## src/hdl/totp_pkg.sv

```systemverilog
// ----------------------------------------------------------------------------
// totp_pkg
// Shared types and constants for the time-based one-time code engine.
// ----------------------------------------------------------------------------
package totp_pkg;

    localparam int KEY_WORDS   = 8;
    localparam int KEY_IDX_W   = 3;
    localparam int TIME_W      = 63;
    localparam int CODE_W      = 20;
    localparam int CNT_W       = 7;

    // Step length and code modulus
    localparam logic [20:0] STEP_SECONDS = 21'd30;
    localparam logic [20:0] OTP_MODULUS  = 21'd1000000;

    // Reciprocals: ceil(2^26 / 30) is exact for 21-bit dividends,
    // ceil(2^51 / 10^6) is exact for 31-bit dividends
    localparam logic [21:0] DIV_RECIP = 22'd2236963;
    localparam logic [31:0] MOD_RECIP = 32'd2251799814;

    // SHA-1 chaining value and round constants
    localparam logic [31:0] IV0 = 32'h67452301;
    localparam logic [31:0] IV1 = 32'hEFCDAB89;
    localparam logic [31:0] IV2 = 32'h98BADCFE;
    localparam logic [31:0] IV3 = 32'h10325476;
    localparam logic [31:0] IV4 = 32'hC3D2E1F0;
    localparam logic [31:0] K0  = 32'h5A827999;
    localparam logic [31:0] K1  = 32'h6ED9EBA1;
    localparam logic [31:0] K2  = 32'h8F1BBCDC;
    localparam logic [31:0] K3  = 32'hCA62C1D6;

    // HMAC pads and message padding words
    localparam logic [31:0] IPAD_WORD   = 32'h36363636;
    localparam logic [31:0] OPAD_WORD   = 32'h5C5C5C5C;
    localparam logic [31:0] PAD_ONE     = 32'h80000000;
    localparam logic [31:0] LEN_INNER   = 32'd576;  // (64 + 8) bytes in bits
    localparam logic [31:0] LEN_OUTER   = 32'd672;  // (64 + 20) bytes in bits
    localparam logic [30:0] TRUNC_MASK  = 31'h7FFFFFFF;

    // Block codes within one HMAC
    localparam logic [1:0] BLK_IPAD  = 2'd0;
    localparam logic [1:0] BLK_MSG   = 2'd1;
    localparam logic [1:0] BLK_OPAD  = 2'd2;
    localparam logic [1:0] BLK_OUTER = 2'd3;

    // Which time step is being coded
    localparam logic [1:0] OTP_CUR  = 2'd0;
    localparam logic [1:0] OTP_PREV = 2'd1;
    localparam logic [1:0] OTP_NEXT = 2'd2;

    // Division: four 16-bit digits; modulo: multiply, then subtract
    localparam logic [6:0] LAST_DIV_STEP   = 7'd3;
    localparam logic [6:0] LAST_ROUND      = 7'd79;
    localparam logic [6:0] LAST_MOD_STEP   = 7'd1;

    typedef struct packed {
        logic             start;
        logic             div_step;
        logic             iv;
        logic             load;
        logic             round;
        logic             fin;
        logic             trunc;
        logic             mod_step;
        logic             record;
        logic             out_load;
        logic [CNT_W-1:0] round_idx;
        logic [1:0]       blk;
        logic [1:0]       sel;
    } totp_cmd_t;

    typedef struct packed {
        logic verify;
    } totp_sts_t;

endpackage

```

## src/hdl/totp_if.sv

```systemverilog
// ----------------------------------------------------------------------------
// totp channel interfaces
// Request, response and register write channels with valid/ready.
// ----------------------------------------------------------------------------
interface totp_req_if;
    import totp_pkg::*;
    logic              valid;
    logic              ready;
    logic              func;
    logic [TIME_W-1:0] unix_time;
    logic [CODE_W-1:0] candidate_code;
    modport source (output valid, func, unix_time, candidate_code, input ready);
    modport sink   (input valid, func, unix_time, candidate_code, output ready);
endinterface

interface totp_rsp_if;
    import totp_pkg::*;
    logic              valid;
    logic              ready;
    logic [CODE_W-1:0] code;
    logic              match;
    modport source (output valid, code, match, input ready);
    modport sink   (input valid, code, match, output ready);
endinterface

interface totp_cfg_if;
    import totp_pkg::*;
    logic                 valid;
    logic                 ready;
    logic [KEY_IDX_W-1:0] index;
    logic [63:0]          data;
    modport source (output valid, index, data, input ready);
    modport sink   (input valid, index, data, output ready);
endinterface

```

## src/hdl/totp_ctrl.sv

```systemverilog
// ----------------------------------------------------------------------------
// totp_ctrl
// Sequencer: step division, four SHA-1 blocks per code, truncation, modulo.
// ----------------------------------------------------------------------------
module totp_ctrl (
    input  logic                clk,
    input  logic                rst_n,
    input  logic                req_valid,
    output logic                req_ready,
    output logic                rsp_valid,
    input  logic                rsp_ready,
    input  totp_pkg::totp_sts_t sts,
    output totp_pkg::totp_cmd_t cmd
);
    import totp_pkg::*;

    typedef enum logic [3:0] {
        S_IDLE, S_DIV, S_BLK, S_ROUND, S_FIN, S_TRUNC, S_MOD, S_REC, S_DONE
    } state_t;

    state_t           state_reg, state_next;
    logic [CNT_W-1:0] cnt_reg, cnt_next;
    logic [1:0]       blk_reg, blk_next;
    logic [1:0]       sel_reg, sel_next;
    logic             out_valid_reg, out_valid_next;
    logic             can_load;

    assign req_ready = (state_reg == S_IDLE);
    assign rsp_valid = out_valid_reg;
    assign can_load  = !out_valid_reg || rsp_ready;

    // Next state and commands
    always_comb
    begin
        state_next     = state_reg;
        cnt_next       = cnt_reg;
        blk_next       = blk_reg;
        sel_next       = sel_reg;
        out_valid_next = out_valid_reg && !rsp_ready;
        cmd            = '0;
        cmd.round_idx  = cnt_reg;
        cmd.blk        = blk_reg;
        cmd.sel        = sel_reg;
        unique case (state_reg)
            S_IDLE:
            begin
                if (req_valid)
                begin
                    cmd.start  = 1'b1;
                    cnt_next   = '0;
                    state_next = S_DIV;
                end
            end
            S_DIV:
            begin
                cmd.div_step = 1'b1;
                cnt_next     = cnt_reg + 1'b1;
                if (cnt_reg == LAST_DIV_STEP)
                begin
                    blk_next   = BLK_IPAD;
                    sel_next   = OTP_CUR;
                    state_next = S_BLK;
                end
            end
            S_BLK:
            begin
                cmd.iv     = !blk_reg[0];
                cmd.load   = blk_reg[0];
                cnt_next   = '0;
                state_next = S_ROUND;
            end
            S_ROUND:
            begin
                cmd.round = 1'b1;
                cnt_next  = cnt_reg + 1'b1;
                if (cnt_reg == LAST_ROUND)
                    state_next = S_FIN;
            end
            S_FIN:
            begin
                cmd.fin  = 1'b1;
                blk_next = blk_reg + 1'b1;
                if (blk_reg == BLK_OUTER)
                    state_next = S_TRUNC;
                else
                    state_next = S_BLK;
            end
            S_TRUNC:
            begin
                cmd.trunc  = 1'b1;
                cnt_next   = '0;
                state_next = S_MOD;
            end
            S_MOD:
            begin
                cmd.mod_step = 1'b1;
                cnt_next     = cnt_reg + 1'b1;
                if (cnt_reg == LAST_MOD_STEP)
                    state_next = S_REC;
            end
            S_REC:
            begin
                cmd.record = 1'b1;
                blk_next   = BLK_IPAD;
                if (sts.verify && sel_reg != OTP_NEXT)
                begin
                    sel_next   = sel_reg + 1'b1;
                    state_next = S_BLK;
                end
                else
                    state_next = S_DONE;
            end
            S_DONE:
            begin
                if (can_load)
                begin
                    cmd.out_load   = 1'b1;
                    out_valid_next = 1'b1;
                    state_next     = S_IDLE;
                end
            end
            default: state_next = S_IDLE;
        endcase
    end

    // State and registered outputs
    always_ff @(posedge clk or negedge rst_n)
    begin
        if (!rst_n)
        begin
            state_reg     <= S_IDLE;
            cnt_reg       <= '0;
            blk_reg       <= BLK_IPAD;
            sel_reg       <= OTP_CUR;
            out_valid_reg <= 1'b0;
        end
        else
        begin
            state_reg     <= state_next;
            cnt_reg       <= cnt_next;
            blk_reg       <= blk_next;
            sel_reg       <= sel_next;
            out_valid_reg <= out_valid_next;
        end
    end

endmodule

```

## src/hdl/totp_dp.sv

```systemverilog
// ----------------------------------------------------------------------------
// totp_dp
// Datapath: key registers, reciprocal divider, SHA-1 round unit, truncation,
// modulo by multiply then subtract, and result registers.
// ----------------------------------------------------------------------------
module totp_dp (
    input  logic                           clk,
    input  logic                           rst_n,
    input  logic                           cfg_we,
    input  logic [totp_pkg::KEY_IDX_W-1:0] cfg_index,
    input  logic [63:0]                    cfg_data,
    input  logic                           in_func,
    input  logic [totp_pkg::TIME_W-1:0]    in_time,
    input  logic [totp_pkg::CODE_W-1:0]    in_cand,
    input  totp_pkg::totp_cmd_t            cmd,
    output totp_pkg::totp_sts_t            sts,
    output logic [totp_pkg::CODE_W-1:0]    out_code,
    output logic                           out_match
);
    import totp_pkg::*;

    logic [63:0]       key_reg [KEY_WORDS];
    logic              func_reg;
    logic [CODE_W-1:0] cand_reg;
    logic [63:0]       num_reg;
    logic [4:0]        rem30_reg;
    logic [31:0]       a_reg, b_reg, c_reg, d_reg, e_reg;
    logic [31:0]       h_reg [5];
    logic [31:0]       inner_reg [5];
    logic [31:0]       win_reg [16];
    logic [30:0]       mnum_reg;
    logic [62:0]       mprod_reg;
    logic [CODE_W-1:0] mrem_reg;
    logic [CODE_W-1:0] code_reg;
    logic              match_reg;
    logic [CODE_W-1:0] out_code_reg;
    logic              out_match_reg;

    logic [20:0]  div_v;
    logic [42:0]  div_prod;
    logic [15:0]  div_q;
    logic [20:0]  div_rem;
    logic [63:0]  ctr;
    logic [3:0]   widx;
    logic [63:0]  kword;
    logic [31:0]  khalf;
    logic [31:0]  blk_word;
    logic [31:0]  sched_word;
    logic [31:0]  w_cur;
    logic [31:0]  f_val;
    logic [31:0]  k_val;
    logic [31:0]  t_val;
    logic [159:0] mac;
    logic [7:0]   shamt;
    logic [159:0] mac_sh;
    logic [11:0]  mod_q;
    logic [30:0]  mod_qm;
    logic [30:0]  mod_diff;

    assign sts.verify = func_reg;
    assign out_code   = out_code_reg;
    assign out_match  = out_match_reg;

    // Division by the step length, one 16-bit digit per cycle by reciprocal
    assign div_v    = {rem30_reg, num_reg[63:48]};
    assign div_prod = {22'b0, div_v} * {21'b0, DIV_RECIP};
    assign div_q    = div_prod[41:26];
    assign div_rem  = div_v - {5'b0, div_q} * STEP_SECONDS;

    // Counter for the selected step; previous step of zero wraps to all ones
    always_comb
    begin
        case (cmd.sel)
            OTP_PREV: ctr = num_reg - 64'd1;
            OTP_NEXT: ctr = num_reg + 64'd1;
            default:  ctr = num_reg;
        endcase
    end

    // Message block word for rounds 0..15
    assign widx  = cmd.round_idx[3:0];
    assign kword = key_reg[widx[3:1]];
    assign khalf = widx[0] ? kword[31:0] : kword[63:32];
    always_comb
    begin
        blk_word = '0;
        case (cmd.blk)
            BLK_IPAD: blk_word = khalf ^ IPAD_WORD;
            BLK_OPAD: blk_word = khalf ^ OPAD_WORD;
            BLK_MSG:
            begin
                case (widx)
                    4'd0:    blk_word = ctr[63:32];
                    4'd1:    blk_word = ctr[31:0];
                    4'd2:    blk_word = PAD_ONE;
                    4'd15:   blk_word = LEN_INNER;
                    default: blk_word = '0;
                endcase
            end
            default:
            begin
                case (widx)
                    4'd0:    blk_word = inner_reg[0];
                    4'd1:    blk_word = inner_reg[1];
                    4'd2:    blk_word = inner_reg[2];
                    4'd3:    blk_word = inner_reg[3];
                    4'd4:    blk_word = inner_reg[4];
                    4'd5:    blk_word = PAD_ONE;
                    4'd15:   blk_word = LEN_OUTER;
                    default: blk_word = '0;
                endcase
            end
        endcase
    end

    // Message schedule from the 16-word window (win[15] is newest)
    assign sched_word = win_reg[13] ^ win_reg[8] ^ win_reg[2] ^ win_reg[0];
    assign w_cur = (cmd.round_idx < 7'd16) ? blk_word
                                           : {sched_word[30:0], sched_word[31]};

    // Round function
    always_comb
    begin
        if (cmd.round_idx < 7'd20)
        begin
            f_val = (b_reg & c_reg) | (~b_reg & d_reg);
            k_val = K0;
        end
        else if (cmd.round_idx < 7'd40)
        begin
            f_val = b_reg ^ c_reg ^ d_reg;
            k_val = K1;
        end
        else if (cmd.round_idx < 7'd60)
        begin
            f_val = (b_reg & c_reg) | (b_reg & d_reg) | (c_reg & d_reg);
            k_val = K2;
        end
        else
        begin
            f_val = b_reg ^ c_reg ^ d_reg;
            k_val = K3;
        end
    end
    assign t_val = {a_reg[26:0], a_reg[31:27]} + f_val + e_reg + k_val + w_cur;

    // Dynamic truncation: low nibble of the last byte picks four bytes
    assign mac    = {h_reg[0], h_reg[1], h_reg[2], h_reg[3], h_reg[4]};
    assign shamt  = 8'd128 - {1'b0, h_reg[4][3:0], 3'b000};
    assign mac_sh = mac >> shamt;

    // Modulo one million: quotient from the registered product, then subtract
    assign mod_q    = mprod_reg[62:51];
    assign mod_qm   = {19'b0, mod_q} * {10'b0, OTP_MODULUS};
    assign mod_diff = mnum_reg - mod_qm;

    // Key registers
    always_ff @(posedge clk or negedge rst_n)
    begin
        if (!rst_n)
        begin
            for (int i = 0; i < KEY_WORDS; i++)
                key_reg[i] <= '0;
        end
        else if (cfg_we)
            key_reg[cfg_index] <= cfg_data;
    end

    // Datapath registers
    always_ff @(posedge clk)
    begin
        if (cmd.start)
        begin
            func_reg  <= in_func;
            cand_reg  <= in_cand;
            num_reg   <= {1'b0, in_time};
            rem30_reg <= '0;
            match_reg <= 1'b0;
        end
        if (cmd.div_step)
        begin
            rem30_reg <= div_rem[4:0];
            num_reg   <= {num_reg[47:0], div_q};
        end
        if (cmd.iv)
        begin
            h_reg[0] <= IV0; h_reg[1] <= IV1; h_reg[2] <= IV2;
            h_reg[3] <= IV3; h_reg[4] <= IV4;
            a_reg <= IV0; b_reg <= IV1; c_reg <= IV2; d_reg <= IV3; e_reg <= IV4;
        end
        if (cmd.load)
        begin
            a_reg <= h_reg[0]; b_reg <= h_reg[1]; c_reg <= h_reg[2];
            d_reg <= h_reg[3]; e_reg <= h_reg[4];
        end
        if (cmd.round)
        begin
            a_reg <= t_val;
            b_reg <= a_reg;
            c_reg <= {b_reg[1:0], b_reg[31:2]};
            d_reg <= c_reg;
            e_reg <= d_reg;
            for (int i = 0; i < 15; i++)
                win_reg[i] <= win_reg[i+1];
            win_reg[15] <= w_cur;
        end
        if (cmd.fin)
        begin
            h_reg[0] <= h_reg[0] + a_reg;
            h_reg[1] <= h_reg[1] + b_reg;
            h_reg[2] <= h_reg[2] + c_reg;
            h_reg[3] <= h_reg[3] + d_reg;
            h_reg[4] <= h_reg[4] + e_reg;
            if (cmd.blk == BLK_MSG)
            begin
                inner_reg[0] <= h_reg[0] + a_reg;
                inner_reg[1] <= h_reg[1] + b_reg;
                inner_reg[2] <= h_reg[2] + c_reg;
                inner_reg[3] <= h_reg[3] + d_reg;
                inner_reg[4] <= h_reg[4] + e_reg;
            end
        end
        if (cmd.trunc)
            mnum_reg <= mac_sh[30:0] & TRUNC_MASK;
        if (cmd.mod_step)
        begin
            if (!cmd.round_idx[0])
                mprod_reg <= {32'b0, mnum_reg} * {31'b0, MOD_RECIP};
            else
                mrem_reg <= mod_diff[CODE_W-1:0];
        end
        if (cmd.record)
        begin
            if (cmd.sel == OTP_CUR)
                code_reg <= mrem_reg;
            if (func_reg && mrem_reg == cand_reg)
                match_reg <= 1'b1;
        end
        if (cmd.out_load)
        begin
            out_code_reg  <= code_reg;
            out_match_reg <= match_reg;
        end
    end

endmodule

```

## src/hdl/hotp_totp_code_engine.sv

```systemverilog
// ----------------------------------------------------------------------------
// hotp_totp_code_engine
// Six-digit TOTP engine (HMAC-SHA1, 30 s step) with generate and verify.
// ----------------------------------------------------------------------------
// One request word is taken at a time. The step counter comes from a
// reciprocal divider that handles one 16-bit digit per cycle; each code
// then takes four SHA-1 compressions on a one-round-per-cycle unit, a
// truncation, a modulo by multiply then subtract, and a record step.
// Generate produces one code, verify three. The finished word waits in an
// output register, so the next request is accepted the cycle after the
// response is loaded, while that response is still pending. Key writes
// are always accepted and must only be issued while the engine is idle.
module hotp_totp_code_engine (
    input  logic       clk,
    input  logic       rst_n,
    totp_cfg_if.sink   cfg,
    totp_req_if.sink   req,
    totp_rsp_if.source rsp
);
    import totp_pkg::*;

    totp_cmd_t cmd;
    totp_sts_t sts;

    assign cfg.ready = 1'b1;

    totp_ctrl u_ctrl (
        .clk       (clk),
        .rst_n     (rst_n),
        .req_valid (req.valid),
        .req_ready (req.ready),
        .rsp_valid (rsp.valid),
        .rsp_ready (rsp.ready),
        .sts       (sts),
        .cmd       (cmd)
    );

    totp_dp u_dp (
        .clk       (clk),
        .rst_n     (rst_n),
        .cfg_we    (cfg.valid),
        .cfg_index (cfg.index),
        .cfg_data  (cfg.data),
        .in_func   (req.func),
        .in_time   (req.unix_time),
        .in_cand   (req.candidate_code),
        .cmd       (cmd),
        .sts       (sts),
        .out_code  (rsp.code),
        .out_match (rsp.match)
    );

endmodule

```

## src/flat_wrapper.sv

```systemverilog
// flat-port wrapper written by rule: the top's interface ports become plain ports
module hotp_totp_code_engine_flat import totp_pkg::*;
  (clk, rst_n, cfg_valid, cfg_index, cfg_data, cfg_ready, req_valid, req_func, req_unix_time, req_candidate_code, req_ready, rsp_valid, rsp_code, rsp_match, rsp_ready);
  totp_cfg_if cfg_i ();
  totp_req_if req_i ();
  totp_rsp_if rsp_i ();
  input  logic clk;
  input  logic rst_n;
  input wire logic [$bits(cfg_i.valid)-1:0] cfg_valid;
  input wire logic [$bits(cfg_i.index)-1:0] cfg_index;
  input wire logic [$bits(cfg_i.data)-1:0] cfg_data;
  output wire logic [$bits(cfg_i.ready)-1:0] cfg_ready;
  input wire logic [$bits(req_i.valid)-1:0] req_valid;
  input wire logic [$bits(req_i.func)-1:0] req_func;
  input wire logic [$bits(req_i.unix_time)-1:0] req_unix_time;
  input wire logic [$bits(req_i.candidate_code)-1:0] req_candidate_code;
  output wire logic [$bits(req_i.ready)-1:0] req_ready;
  output wire logic [$bits(rsp_i.valid)-1:0] rsp_valid;
  output wire logic [$bits(rsp_i.code)-1:0] rsp_code;
  output wire logic [$bits(rsp_i.match)-1:0] rsp_match;
  input wire logic [$bits(rsp_i.ready)-1:0] rsp_ready;
  assign cfg_i.valid = cfg_valid;
  assign cfg_i.index = cfg_index;
  assign cfg_i.data = cfg_data;
  assign cfg_ready = cfg_i.ready;
  assign req_i.valid = req_valid;
  assign req_i.func = req_func;
  assign req_i.unix_time = req_unix_time;
  assign req_i.candidate_code = req_candidate_code;
  assign req_ready = req_i.ready;
  assign rsp_valid = rsp_i.valid;
  assign rsp_code = rsp_i.code;
  assign rsp_match = rsp_i.match;
  assign rsp_i.ready = rsp_ready;
  hotp_totp_code_engine u_core (.clk(clk), .rst_n(rst_n), .cfg(cfg_i), .req(req_i), .rsp(rsp_i));
endmodule
```

## config.mk

```make
export PLATFORM = sky130hd
export DESIGN_NAME = hotp_totp_code_engine_flat
export DESIGN_NICKNAME = d
export VERILOG_FILES = /design/src/hdl/totp_pkg.sv /design/src/hdl/totp_if.sv /design/src/hdl/totp_ctrl.sv /design/src/hdl/totp_dp.sv /design/src/hdl/hotp_totp_code_engine.sv /design/src/flat_wrapper.sv
export SDC_FILE = /design/constraint.sdc
export NUM_CORES = 2
export LEC_CHECK = 0
export ABC_AREA = 1
export BUFFER_PORTS_ARGS = -buffer_cell sky130_fd_sc_hd__buf_4
export CAP_MARGIN = 20
export CORE_AREA = 2 2 611 613
export DETAILED_ROUTE_END_ITERATION = 12
export DIE_AREA = 0 0 613 615
export GPL_TIMING_DRIVEN = 0
export PLACE_DENSITY = 0.52
export SKIP_LAST_GASP = 1
export SLEW_MARGIN = 10
export SYNTH_ARGS = -nofsm -noshare
export SYNTH_HDL_FRONTEND = slang
export SYNTH_HIERARCHICAL = 1
export SYNTH_SLANG_ARGS = --single-unit
```

## constraint.sdc

```tcl
create_clock -name clk -period 48.5 [get_ports clk]
set_clock_uncertainty 0.05 [all_clocks]
set_input_delay 7.275 -clock clk [delete_from_list [all_inputs] [get_ports clk]]
set_output_delay 7.275 -clock clk [all_outputs]
set_load 0.05 [all_outputs]
```

==> impl_metrics.csv <==
group,metric,value,unit
floorplan,die_x,613,µm
worst_setup_path,r2r-start,"u_core/u_ctrl/sel_reg[0]$_DFFE_PN0P_",
drt,viasPerCell,5.29,
global_route,antenna_found_initial,29,
hold_path,hp-class,"reg -> reg",
timing,worst_pin_slew,1.34,ns
synth,async_flop_share,0.308,
worst_setup_path,cp_num_buf_inv,6,
hold_path,hold_start,"u_core/u_dp/win_reg[0][130]$_DFFE_PP_",
synth,synth_top_area_share,0.322,
floorplan,die_area,377000,µm²
final_layout,drive_above_1_share,0.0676,
synth,synth-edff-count,1186,
timing,period_share,0.203,
worst_setup_path,crit_type,"reg -> reg",
placement,io_buffers,178,
timing,relSlewSlack,0.109,
timing,min_period,9.85,ns
worst_setup_path,cp_data_arrival_time,10.43,ns
cts,numCtsBuffers,194,
drt,dr.pass1.iters,6,
placement,gp_congestion,1.01,
job,max_cap_violations,0,
cts,h-tree-depth,4,
cts,cts.clk_slew.worst_paths,0.07,ns
worst_setup_path,worstPathMaxFanout,39,
synth,synthFlopType,"edfxtp_1",
synth,syn-instance-count,11600,
final_layout,syn_to_final_growth,13.6,%
final_layout,stdcell_area,126000,µm²
timing,finalHoldViolCount,0,
run_status,status,"finished clean",
cts,ctsHoldBuffers,0,
cts,cts_tree,"built",
synth,ys_ff_latch,1715,
global_route,grt_pass1_wl,662000,µm
synth,avgSynthCellArea,9.57,µm²
global_route,grt_max_degree,126,
synth,synth_top_area_cell,"edfxtp_1",
cts,cts_setup_buffers,0,
timing,setup_tns,0,ns
timing,rsz0062_at_grt,"false",
cts,max-clock-path-buffers,4,
worst_setup_path,crit_start,"u_core/u_ctrl/sel_reg[0]$_DFFE_PN0P_",
drt,drc,0,
synth,syn_area,111000,µm²
synth,synth.distinct_cells,74,
worst_setup_path,cp_top_family,"adder cells",
worst_setup_path,endpoint_kind,"flip-flop",
final_layout,final_nets,13600,
global_route,grt_usage,0.247,
worst_setup_path,required,49.08,ns
worst_setup_path,max_stage_delay,0.57,ns
drt,drt_iter0_markers,11900,
final_layout,n_fill_cell,38400,
timing,setup_viol,0,
worst_setup_path,cp_slowest_cell,"nand2_1",
timing,fmax,102,MHz
cts,cts_root_buf,"clkbuf_16",
cts,cts_resized,0,
drt,finalWirelength,477000,µm
synth,yosys-top-cells-area,"edfxtp_1 32%, dfrtp_1 12%, fa_1 10%",
floorplan,initial_utilization,0.299,
global_route,grt_overflow,0,
floorplan,die_h,615,µm
floorplan,num_rows,224,
cts,clock_latency,0.94,ns
timing,slew_viol_final,0,
placement,dpl_cell_area,119000,µm²
drt,via_count,90700,
synth,yosysWarnings,6,
cts,clock_sinks,1715,
placement,place_hpwl,374000,µm
drt,wl_per_cell,27.8,µm
drt,drtAntennaViolNets,0,
synth,synth_nets,13100,
floorplan,io_pins,180,
worst_setup_path,cp-start-kind,"flip-flop",
synth,ys_seq_area_frac,0.441,
global_route,grt_pass1_vias,86900,
floorplan,core,371000,µm²
cell families after synthesis:
kind of cell / synth area share
xor+xnor: 0.0270
flops: 0.441
mux: 0.00398
other cells: 0.0000339
buf+inv: 0.0664
compound gates: 0.131
simple gates: 0.133
fa+ha+maj: 0.198
cell type report:
class,instances,area [µm²],share of cell area
multi-input cells,7925,54600,0.434
plain buffers,413,1660,0.0132
inverters,1517,5700,0.0454
clock buffers,242,5190,0.0413
well taps,4972,6220,0.0495
diodes,14,35.0,0.000279
clock inverters,110,1180,0.00936
repair buffers,240,2320,0.0185
flip-flops and latches,1715,48800,0.389
cell usage after synthesis (20+ instances only):
| cell type | number |
|---|---|
| nand2_1 | 2100 |
| inv_1 | 1489 |
| o21ai_0 | 1194 |
| edfxtp_1 | 1186 |
| nor2_1 | 907 |
| ha_1 | 829 |
| a21oi_1 | 626 |
| fa_1 | 576 |
| dfrtp_1 | 528 |
| clkbuf_1 | 309 |
| nand3_1 | 303 |
| xor2_1 | 186 |
| xnor2_1 | 155 |
| o211ai_1 | 110 |
| o22ai_1 | 102 |
| nor3_1 | 76 |
| buf_2 | 61 |
| o221ai_1 | 56 |
| or2_2 | 55 |
| o21ai_1 | 51 |
| nand4_1 | 49 |
| mux2i_1 | 44 |
| a31oi_1 | 43 |
| a21o_1 | 42 |
| buf_1 | 36 |
| o21bai_1 | 34 |
| a221oi_1 | 33 |
| nand2_2 | 26 |
| o21a_1 | 25 |
| a21oi_2 | 24 |
| o22a_1 | 22 |
| a22o_1 | 21 |
| o21ai_2 | 21 |
| inv_2 | 20 |
layout by cell type, fill, tap and decap left out, drive strengths merged, types with 308 or more instances in the layout:
master	netlist	final
clkbuf	310	552
inv	1510	1523
a21oi	652	652
o21ai	1266	1266
dfrtp	528	528
fa	576	576
edfxtp	1186	1186
nor2	931	931
nand3	308	308
nand2	2128	2128
buf	103	343
ha	829	829
metal layers:
layer / global-route usage / wire length, µm
met1: 0.335 / 198000
met2: 0.363 / 200000
met3: 0.0528 / 45900
met4: 0.143 / 33100
met5: 0 / 80
through the flow:
| step | hold slack, ns | util | worst slack (ns) | std cells |
|---|---|---|---|---|
| 6_report | 0.357 | 0.339 | 38.65 | 17100 |
| 5_1_grt | 0.355 | 0.339 | 38.40 | 17100 |
| 4_1_cts | 0.353 | 0.339 | 38.88 | 17100 |
| 3_5_place_dp | 0.355 | 0.322 | 38.86 | 16800 |
| 3_3_place_gp | 0.350 | 0.319 | 25.37 | 16700 |
| 2_1_floorplan | 0.350 | - | 32.45 | 11600 |
path summary, 6_finish.rpt:
| check | cells after the start | to | slack (ns) |
|---|---|---|---|
| worst max-delay path | 37 | u_core/u_dp/a_reg[31]$_DFFE_PP_ | 38.65 |
| worst min-delay path | 0 | u_core/u_dp/win_reg[0][98]$_DFFE_PP_ | 0.36 |
| worst max register to register | 37 | u_core/u_dp/a_reg[31]$_DFFE_PP_ | 38.65 |
| worst min register to register | 0 | u_core/u_dp/win_reg[0][98]$_DFFE_PP_ | 0.36 |
| max in group asynchronous | 5 | u_core/u_ctrl/state_reg[1]$_DFFE_PN0P_ | 40.06 |
| min in group asynchronous | 1 | u_core/u_dp/key_reg[18]$_DFFE_PN0P_ | 6.35 |
Power is left out: the tool's default activity adds up to more than one toggle a clock period on the data nets, which glitch-free logic cannot reach.
